==> src/hdl/assert_macros.svh <==
// Assertion macros shared by the RTL.
// Each macro checks a property on the rising edge of clk_i, outside reset.
`ifndef ASSERT_MACROS_SVH
`define ASSERT_MACROS_SVH

`ifndef ASSERT_OFF

// Property must hold at every edge outside reset.
`define ASSERT_CLK(lbl, prop) \
  lbl: assert property (@(posedge clk_i) disable iff (!rst_ni) (prop)) \
    else $error("assertion failed");

// Condition must never be true outside reset.
`define ASSERT_NEVER(lbl, cond) \
  lbl: assert property (@(posedge clk_i) disable iff (!rst_ni) !(cond)) \
    else $error("forbidden condition seen");

`else

`define ASSERT_CLK(lbl, prop)
`define ASSERT_NEVER(lbl, cond)

`endif

`endif

==> src/hdl/tle_pkg.sv <==
`timescale 1ns / 1ps

package tle_pkg;

  // Default upper bound on the line length.
  localparam int unsigned LineMaxDefault = 255;

  // Reset value of the line length limit register.
  localparam logic [7:0] MaxLenReset = 8'd64;

  // Register map.
  localparam int unsigned RegAddrWidth = 3;
  localparam logic RegIdxMaxLen = 1'b0;

  // Console byte codes.
  localparam logic [7:0] KeyBackspace = 8'd8;
  localparam logic [7:0] KeyReturn    = 8'd13;
  localparam logic [7:0] KeyEscape    = 8'd27;
  localparam logic [7:0] KeyLastCtrl  = 8'd31;
  localparam logic [7:0] KeyDelete    = 8'd127;
  localparam logic [7:0] KeyBracket   = 8'h5B;
  localparam logic [7:0] KeyUpA       = 8'h41;
  localparam logic [7:0] KeyDownB     = 8'h42;
  localparam logic [7:0] ChrNewline   = 8'd10;
  localparam logic [7:0] ChrSpace     = 8'd32;
  localparam logic [7:0] ChrNone      = 8'd0;

  // Kind of result request.
  typedef enum logic [2:0] {
    EV_ECHO  = 3'd0,
    EV_STORE = 3'd1,
    EV_LINE  = 3'd2,
    EV_UP    = 3'd3,
    EV_DOWN  = 3'd4
  } ev_kind_e;

  // Progress through an escape sequence.
  typedef enum logic [1:0] {
    PH_NORMAL  = 2'd0,
    PH_ESC     = 2'd1,
    PH_BRACKET = 2'd2
  } esc_phase_e;

  // Position within the three-request backspace echo.
  typedef enum logic [1:0] {
    BS_FIRST  = 2'd0,
    BS_SPACE  = 2'd1,
    BS_LAST   = 2'd2
  } bs_step_e;

endpackage

==> src/hdl/terminal_line_editor.sv <==
`timescale 1ns / 1ps
`include "assert_macros.svh"

// Channel   Direction  Handshake                     Payload
// key       in         key_valid_i / key_ready_o     key_byte_i
// event     out        event_valid_o / event_ready_i event_kind_o, out_byte_o,
//                                                    position_o, last_of_run_o
// apb       in         psel, penable, pready         paddr, pwrite, pwdata, prdata
//
// A byte is registered in the input register on acceptance, then decoded into
// the result register once that register is free; requests come from it.
// A new byte is taken every cycle unless the result register is held, by
// event_ready_i low or by a backspace, which holds it for its three requests.
// Reset clears the line length, the escape progress and all valid flags, and
// loads the line length limit with 64. A stalled result register stalls the
// input register, which then drops key_ready_o.
module terminal_line_editor import tle_pkg::*; #(
  parameter int unsigned LINE_MAX = LineMaxDefault
) (
  input  logic                    clk_i,
  input  logic                    rst_ni,
  // Received console bytes
  input  logic                    key_valid_i,
  output logic                    key_ready_o,
  input  logic [7:0]              key_byte_i,
  // Result requests
  output logic                    event_valid_o,
  input  logic                    event_ready_i,
  output logic [2:0]              event_kind_o,
  output logic [7:0]              out_byte_o,
  output logic [7:0]              position_o,
  output logic                    last_of_run_o,
  // Configuration port
  input  logic                    psel,
  input  logic                    penable,
  input  logic                    pwrite,
  input  logic [RegAddrWidth-1:0] paddr,
  input  logic [31:0]             pwdata,
  output logic [31:0]             prdata,
  output logic                    pready
);

  localparam logic [7:0] LineMaxC = LINE_MAX[7:0];

  // Configuration register.
  logic [7:0] max_len_q, max_len_d;
  logic       cfg_wr;
  logic [7:0] limit;

  // Input register.
  logic       in_vld_q, in_vld_d;
  logic [7:0] key_q, key_d;

  // Editing state.
  esc_phase_e phase_q, phase_d;
  logic [7:0] len_q, len_d;

  // Result register.
  logic       ob_vld_q, ob_vld_d;
  ev_kind_e   ob_kind_q, ob_kind_d;
  logic [7:0] ob_byte_q, ob_byte_d;
  logic [7:0] ob_pos_q, ob_pos_d;
  logic       ob_bs_q, ob_bs_d;
  bs_step_e   ob_step_q, ob_step_d;

  // Decode of the registered byte.
  logic       dec_produce;
  ev_kind_e   dec_kind;
  logic [7:0] dec_byte;
  logic [7:0] dec_pos;
  logic       dec_bs;
  esc_phase_e dec_phase;
  logic [7:0] dec_len;

  logic       out_last;
  logic       out_take;
  logic       advance;
  logic       commit;

  // Configuration writes and reads.
  assign pready = 1'b1;
  assign cfg_wr = psel && penable && pwrite && (paddr[2] == RegIdxMaxLen);
  assign prdata = (paddr[2] == RegIdxMaxLen) ? {24'd0, max_len_q} : 32'd0;
  assign max_len_d = cfg_wr ? pwdata[7:0] : max_len_q;
  assign limit = (max_len_q < LineMaxC) ? max_len_q : LineMaxC;

  // Pipeline flow: the decode stage moves when the result register frees up.
  assign out_last = !ob_bs_q || (ob_step_q == BS_LAST);
  assign out_take = ob_vld_q && event_ready_i;
  assign advance  = !ob_vld_q || (event_ready_i && out_last);
  assign commit   = in_vld_q && advance;
  assign key_ready_o = !in_vld_q || advance;

  // Input register load.
  always_comb begin
    in_vld_d = in_vld_q;
    key_d    = key_q;
    if (key_valid_i && key_ready_o) begin
      in_vld_d = 1'b1;
      key_d    = key_byte_i;
    end else if (advance) begin
      in_vld_d = 1'b0;
    end
  end

  // Byte decode against the escape progress and the line length.
  always_comb begin
    dec_produce = 1'b0;
    dec_kind    = EV_ECHO;
    dec_byte    = key_q;
    dec_pos     = len_q;
    dec_bs      = 1'b0;
    dec_phase   = PH_NORMAL;
    dec_len     = len_q;
    case (phase_q)
      PH_ESC: begin
        dec_phase = (key_q == KeyBracket) ? PH_BRACKET : PH_NORMAL;
      end
      PH_BRACKET: begin
        dec_byte = ChrNone;
        if (key_q == KeyUpA) begin
          dec_produce = 1'b1;
          dec_kind    = EV_UP;
        end else if (key_q == KeyDownB) begin
          dec_produce = 1'b1;
          dec_kind    = EV_DOWN;
        end
      end
      default: begin
        if (key_q == KeyEscape) begin
          dec_phase = PH_ESC;
        end else if (key_q == KeyBackspace || key_q == KeyDelete) begin
          if (len_q != 8'd0) begin
            dec_produce = 1'b1;
            dec_bs      = 1'b1;
            dec_len     = len_q - 8'd1;
            dec_pos     = len_q - 8'd1;
            dec_byte    = KeyBackspace;
          end
        end else if (key_q == KeyReturn) begin
          dec_produce = 1'b1;
          dec_kind    = EV_LINE;
          dec_byte    = ChrNewline;
          dec_len     = 8'd0;
        end else if (key_q > KeyLastCtrl && !key_q[7] && len_q < limit) begin
          dec_produce = 1'b1;
          dec_kind    = EV_STORE;
          dec_len     = len_q + 8'd1;
        end
      end
    endcase
  end

  // State update once the byte leaves the decode stage.
  assign phase_d = commit ? dec_phase : phase_q;
  assign len_d   = commit ? dec_len : len_q;

  // Result register load and step through the backspace echo.
  always_comb begin
    ob_vld_d  = ob_vld_q;
    ob_kind_d = ob_kind_q;
    ob_byte_d = ob_byte_q;
    ob_pos_d  = ob_pos_q;
    ob_bs_d   = ob_bs_q;
    ob_step_d = ob_step_q;
    if (commit) begin
      ob_vld_d  = dec_produce;
      ob_kind_d = dec_kind;
      ob_byte_d = dec_byte;
      ob_pos_d  = dec_pos;
      ob_bs_d   = dec_bs;
      ob_step_d = BS_FIRST;
    end else if (out_take) begin
      if (out_last) begin
        ob_vld_d  = 1'b0;
        ob_bs_d   = 1'b0;
        ob_step_d = BS_FIRST;
      end else if (ob_step_q == BS_FIRST) begin
        ob_step_d = BS_SPACE;
      end else begin
        ob_step_d = BS_LAST;
      end
    end
  end

  // Result outputs.
  always_comb begin
    event_valid_o = ob_vld_q;
    event_kind_o  = ob_kind_q;
    position_o    = ob_pos_q;
    last_of_run_o = out_last;
    out_byte_o    = ob_byte_q;
    if (ob_bs_q && ob_step_q == BS_SPACE) begin
      out_byte_o = ChrSpace;
    end
  end

  // Control registers.
  always_ff @(posedge clk_i or negedge rst_ni) begin
    if (!rst_ni) begin
      max_len_q <= MaxLenReset;
      in_vld_q  <= 1'b0;
      phase_q   <= PH_NORMAL;
      len_q     <= 8'd0;
      ob_vld_q  <= 1'b0;
      ob_bs_q   <= 1'b0;
      ob_step_q <= BS_FIRST;
    end else begin
      max_len_q <= max_len_d;
      in_vld_q  <= in_vld_d;
      phase_q   <= phase_d;
      len_q     <= len_d;
      ob_vld_q  <= ob_vld_d;
      ob_bs_q   <= ob_bs_d;
      ob_step_q <= ob_step_d;
    end
  end

  // Payload registers.
  always_ff @(posedge clk_i) begin
    key_q     <= key_d;
    ob_kind_q <= ob_kind_d;
    ob_byte_q <= ob_byte_d;
    ob_pos_q  <= ob_pos_d;
  end

  // Only a backspace echo ever steps past its first request.
  `ASSERT_CLK(a_step_only_bs, (ob_vld_q && !ob_bs_q) |-> (ob_step_q == BS_FIRST))
  // A byte in the decode stage is held while the result register is busy.
  `ASSERT_CLK(a_decode_holds, (in_vld_q && !advance) |=> (in_vld_q && $stable(key_q)))
  // The escape progress never reaches the unused code.
  `ASSERT_NEVER(a_phase_unused, phase_q == esc_phase_e'(2'd3))
  // Taking the final request with nothing decoded empties the result register.
  `ASSERT_CLK(a_last_empties, (out_take && out_last && !in_vld_q) |=> !ob_vld_q)

endmodule
==> config.mk <==
export PLATFORM = sky130hd
export DESIGN_NAME = terminal_line_editor
export DESIGN_NICKNAME = d
export VERILOG_FILES = /design/src/hdl/tle_pkg.sv /design/src/hdl/terminal_line_editor.sv
export VERILOG_INCLUDE_DIRS = /design/src /design/src/hdl
export SDC_FILE = /design/constraint.sdc
export NUM_CORES = 1
export LEC_CHECK = 0
export ABC_AREA = 1
export BUFFER_PORTS_ARGS = -buffer_cell sky130_fd_sc_hd__buf_2
export CAP_MARGIN = 20
export CORE_UTILIZATION = 29
export DETAILED_ROUTE_END_ITERATION = 8
export MAX_ROUTING_LAYER = met4
export SETUP_SLACK_MARGIN = 0.1
export SYNTH_ARGS = -nofsm -noshare
export SYNTH_HDL_FRONTEND = slang
export SYNTH_SLANG_ARGS = --single-unit
==> constraint.sdc <==
create_clock -name clk_i -period 3.4 [get_ports clk_i]
set_clock_uncertainty 0.1 [all_clocks]
set_input_delay 1.02 -clock clk_i [delete_from_list [all_inputs] [get_ports clk_i]]
set_output_delay 1.02 -clock clk_i [all_outputs]
set_load 0.005 [all_outputs]
==> results.json, run 1 <==
{
  "die_h_um": 107.3,
  "yosys-top-cells-count": "nand2_1 (100), inv_1 (56), nor2_1 (55)",
  "yosys_warnings": 0,
  "relSlewSlack": 0.6233,
  "grt_antenna_before_repair": 0,
  "power_leakage_nw": 1.906,
  "yosysTopAreaCell": "edfxtp_1",
  "setup_violations": 0,
  "grt.total_usage": 0.1252,
  "syn_inst": 406,
  "max_cap_viol_count": 0,
  "rsz0062_at_grt": "false",
  "core_um2": 10840,
  "fp.dieArea_um2": 11520,
  "final_hold_viol_count": 0,
  "fin_setup_tns_ns": 0,
  "numCtsBuffers": 5,
  "cts_tree": "yes",
  "yosys_most_used_dff": "edfxtp_1",
  "p_per_area_nw_per_um2": 541.2,
  "cts_resized": 0,
  "post_cts_buffers": 0,
  "syn_area_per_cell_um2": 7.923,
  "period_share": 0.8114,
  "hold_slack_ns": 0.4371,
  "critPathMaxFanout": 3,
  "synth_area_leaders": "edfxtp_1 (25%), dfrtp_1 (17%), nand2_1 (12%)",
  "ir_drop_uv": 234.6,
  "status": "complete, no violations",
  "dieWidth_um": 107.3,
  "hpwlAfterDp_um": 5319,
  "dp_slack_ns": 0.6564,
  "final_nets": 520,
  "worst_slack_ns": 0.6413,
  "ant_nets": 0,
  "clkTransAtPathRegs_ns": 0.09,
  "row_count": 38,
  "io_buffers": 53,
  "clock_latency_ns": 0.30,
  "grt_overflow_total": 0,
  "min_period_ns": 2.759,
  "antennaDiodeCount": 0,
  "crit_type": "in2out",
  "worst_pin_slew_ns": 0.5651,
  "h-tree-depth": 2,
  "grt_pass1_vias": 2453,
  "ys_types": 33,
  "crit_arrival_ns": 1.64,
  "synth_top_area_frac": 0.2520,
  "synth_area_um2": 3217,
  "initial_core_util": 0.2967,
  "place.gp.congestion": 0.8443,
  "drt-pass1-iter-count": 4,
  "synth-seq-cells": 50,
  "cp-end-kind": "output port",
  "avgRoutedWirePerCell_um": 11.38,
  "slew_viol_final": 0,
  "cts_sinks": 50,
  "grt_pass1_wl_um": 11210,
  "rrSetupSlack_ns": 1.34,
  "grt_max_degree": 24,
  "clock_path_buffers": 2,
  "num_vias": 2638,
  "layout-drive-gt1-share": 0.1978,
  "fill_cells": 1151,
  "max_freq_ghz": 0.3625,
  "critPathLaunchType": "primary input",
  "synth_edf_count": 27,
  "wl_um": 6827,
  "cts-root-buf": "clkbuf_8",
  "async_flop_share": 0.4600,
  "required_ns": 2.28,
  "post-route-drc-count": 0,
  "yosysSeqAreaShare": 0.4313,
  "drt_iter0_markers": 127,
  "cts_hold_buffers": 0,
  "synth_most_common_cell": "nand2_1",
  "ios": 105,
  "hp-class": "reg2reg",
  "area_growth_syn_to_layout_pct": 12.72,
  "viasPerCell": 4.397
}
state kept, by name (all words and copies together) (netlist names):
signal,cells
ob_bs_q,1
len_q,8
in_vld_q,1
event_kind_o,3
key_q,8
ob_byte_q,8
max_len_q,8
event_valid_o,1
ob_step_q,2
position_o,8
phase_q,2
critical path, cell delays in order:
cell and delay [ns]:
buf_2 0.08, inv_1 0.05, o21ai_2 0.19, inv_1 0.08, nand2_1 0.10, buf_2 0.12
per-stage QoR:
step	total power, mW	instance area [µm²]	utilization	instances
2_1_floorplan	1.367	3303	-	429
6_report	1.962	3626	0.3345	600
3_3_place_gp	1.528	3520	0.3247	592
3_5_place_dp	1.549	3520	0.3247	592
4_1_cts	1.971	3626	0.3345	600
5_1_grt	2.102	3626	0.3345	600
cell families after synthesis:
group                      Yosys count  synth area share
adders and majority gates           11           0.04278
DFF                                 50            0.4314
and+or+nand+nor                    209            0.3007
AOI/OAI and AO/OA                   35           0.06145
buffers and inverters               94            0.1455
xor gates and xnor gates             5           0.01595
other                                2          0.002335
layout by cell type (no fill, tap or decap), types with 2 or more instances in the layout:
master	n
o21ai_2	2
clkbuf_8	5
dfrtp_1	22
conb_1	25
ha_1	11
nor3_1	4
nor2_2	2
nand2_4	4
buf_2	53
edfxtp_1	27
o21ai_0	11
inv_2	7
nand2_2	7
nand2_1	100
nand3_1	23
o22ai_1	7
nand4_1	6
nor2_8	3
xor2_1	4
a21oi_1	13
nor2_1	55
inv_1	56
metal layers:
metal,vias up,GRT usage,routed length (µm)
met5,-,-,0
met4,0,0.03718,104
met3,12,0.02542,406
met2,91,0.2000,3049
met1,1198,0.1604,3266
li1,1337,-,-
area by class of cell:
class	instances	area (µm²)	area share
inverters	63	236.5	0.06522
flip-flops and latches	50	1388	0.3827
clock buffers	6	72.57	0.02001
multi-input cells	285	1448	0.3992
well taps	140	175.2	0.04831
clock inverters	2	33.78	0.009317
repair buffers	54	272.8	0.07522
worst paths after layout:
path                                          start                        to  cells past startpoint
min in group asynchronous                    rst_ni  ob_step_q[0]$_DFFE_PN0P_                      1
hold / removal             max_len_q[6]$_DFFE_PN1P_  max_len_q[6]$_DFFE_PN1P_                      2
max in group asynchronous                    rst_ni  max_len_q[2]$_DFFE_PN0P_                      1
hold reg to reg            max_len_q[6]$_DFFE_PN1P_  max_len_q[6]$_DFFE_PN1P_                      2
setup reg to reg               len_q[0]$_DFFE_PN0P_      len_q[1]$_DFFE_PN0P_                     12
setup / recovery                      event_ready_i               key_ready_o                      6
power breakdown:
part | internal [mW] | switching, mW | total [mW]
clock | 0.218 | 0.196 | 0.414
sequential | 0.753 | 0.101 | 0.853
combinational | 0.249 | 0.446 | 0.695
(Power assumes the default switching activity.)
==> run 2: changes to the inputs <==
==> constraint.sdc (replaced) <==
create_clock -name clk_i -period 2.8 [get_ports clk_i]
set_clock_uncertainty 0.1 [all_clocks]
set_input_delay 0.84 -clock clk_i [delete_from_list [all_inputs] [get_ports clk_i]]
set_output_delay 0.84 -clock clk_i [all_outputs]
set_load 0.005 [all_outputs]
==> run 2 against run 1 <==
  * Critical path depth shrank 2
  * Power grew 19%
  * Non-clock buffer count grew 1
  * Via count shrank 1.1%
  * Die area is the same
  * Combinational power grew 20%
  * Core utilization is essentially flat
  * Sequential share of layout area is essentially flat
  * Global-route usage grew 0.19 points
  * Wire length shrank 0.34%
  * Worst hold slack lost 0.023 ns
==> results.json, run 2 (synthesis gave the netlist of run 1 again) <==
{
  "dieWidth_um": 107.3,
  "post-route-drc-count": 0,
  "critPathLaunchType": "flop",
  "clock_latency_ns": 0.31,
  "fp.dieArea_um2": 11520,
  "layout-drive-gt1-share": 0.1996,
  "core_um2": 10840,
  "io_buffers": 53,
  "min_period_ns": 2.428,
  "final_nets": 521,
  "seqCellArea_um2": 1388,
  "period_share": 0.8670,
  "grt_max_degree": 24,
  "max_freq_ghz": 0.4119,
  "worstReg2RegStart": "len_q[0]$_DFFE_PN0P_",
  "grt.total_usage": 0.1271,
  "cts-root-buf": "clkbuf_8",
  "ant_nets": 0,
  "fin_setup_tns_ns": 0,
  "grt_overflow_total": 0,
  "ir_drop_uv": 268.7,
  "post_cts_buffers": 0,
  "required_ns": 1.86,
  "power_leakage_nw": 1.909,
  "grt_antenna_before_repair": 0,
  "rsz0062_at_grt": "false",
  "cts_sinks": 50,
  "fill_cells": 1161,
  "crit_arrival_ns": 1.49,
  "worst_pin_slew_ns": 0.5683,
  "rrSetupSlack_ns": 0.75,
  "slew_viol_final": 0,
  "num_vias": 2608,
  "final_hold_viol_count": 0,
  "crit_type": "reg2out",
  "critPathMaxFanout": 8,
  "antennaDiodeCount": 0,
  "max_cap_viol_count": 0,
  "avgRoutedWirePerCell_um": 11.32,
  "hpwlAfterDp_um": 5351,
  "clock_path_buffers": 2,
  "die_h_um": 107.3,
  "cts_resized": 0,
  "final_common_cell": "nand2_1",
  "cts_tree": "yes",
  "drt-pass1-iter-count": 4,
  "area_growth_syn_to_layout_pct": 12.80,
  "clkTransAtPathRegs_ns": 0.09,
  "cp-end-kind": "output port",
  "r2r-end": "len_q[1]$_DFFE_PN0P_",
  "row_count": 38,
  "grt_pass1_wl_um": 11210,
  "relSlewSlack": 0.6211,
  "drt_iter0_markers": 166,
  "final_cell_mix": "nand2_1 (100), inv_1 (56), nor2_1 (55)",
  "initial_core_util": 0.2967,
  "finalPower_mw": 2.328,
  "place.gp.congestion": 0.8739,
  "p_per_area_nw_per_um2": 641.5,
  "setup_violations": 0,
  "viasPerCell": 4.339,
  "h-tree-depth": 2,
  "hold_slack_ns": 0.4141,
  "rr_worst_depth": 12,
  "status": "complete, no violations",
  "multi_input_area_um2": 1448,
  "worstSetupStartpoint": "ob_bs_q$_DFFE_PN0P_",
  "cts_hold_buffers": 0,
  "hp-class": "in2async",
  "numCtsBuffers": 5,
  "ios": 105,
  "wl_um": 6804,
  "grt_pass1_vias": 2448
}
## run 2: cell types whose count changed in the layout (fill, tap and decap cells not counted)
| cell | before | now |
|---|---|---|
| bufinv_16 | 1 | 0 |
| clkbuf_16 | 0 | 1 |
| buf_4 | 1 | 2 |
## run 2: per-layer routing
layer / track usage / vias up / part of all wire
met4: 0.04501 / 0 / 0.012
met1: 0.1674 / 1172 / 0.48
li1: - / 1338 / -
met5: - / - / 0
met3: 0.01937 / 6 / 0.053
met2: 0.1991 / 92 / 0.46
## run 2: power by group
part	internal, mW	total (mW)	switching [mW]
Sequential	0.914	1.04	0.125
Combinational	0.305	0.831	0.526
Clock	0.228	0.458	0.230
## run 2: cell type report
type                       count  share of cell area
multi-input combinational    285              0.3990
sequential                    50              0.3824
timing repair buffer          55             0.07724
inverter                      63             0.06517
tap                          140             0.04828
clock buffer                   7             0.02690
clock inverter                 1            0.001034
## run 2: worst max path at each step
stage / endpoint / slack [ns]
floorplan: key_ready_o / 0.66
global placement: key_ready_o / 0.45
detailed placement: key_ready_o / 0.41
CTS: out_byte_o[5] / 0.31
global route: out_byte_o[5] / 0.18
finish: out_byte_o[5] / 0.37
## run 2: per-stage QoR
step | utilization | cells | instance area (µm²) | worst slack (ns)
detailed placement | 0.3254 | 593 | 3527 | 0.4076
finish | 0.3347 | 601 | 3628 | 0.3724
floorplan | - | 429 | 3303 | 0.6625
global placement | 0.3254 | 593 | 3527 | 0.4500
global route | 0.3347 | 601 | 3628 | 0.1824
CTS | 0.3347 | 601 | 3628 | 0.3129
## run 2: critical path, cell delays in order (launching register included)
cell	delay, ns
dfrtp_1	0.41
nand2_1	0.10
nor2_1	0.38
or2_2	0.19
buf_2	0.10
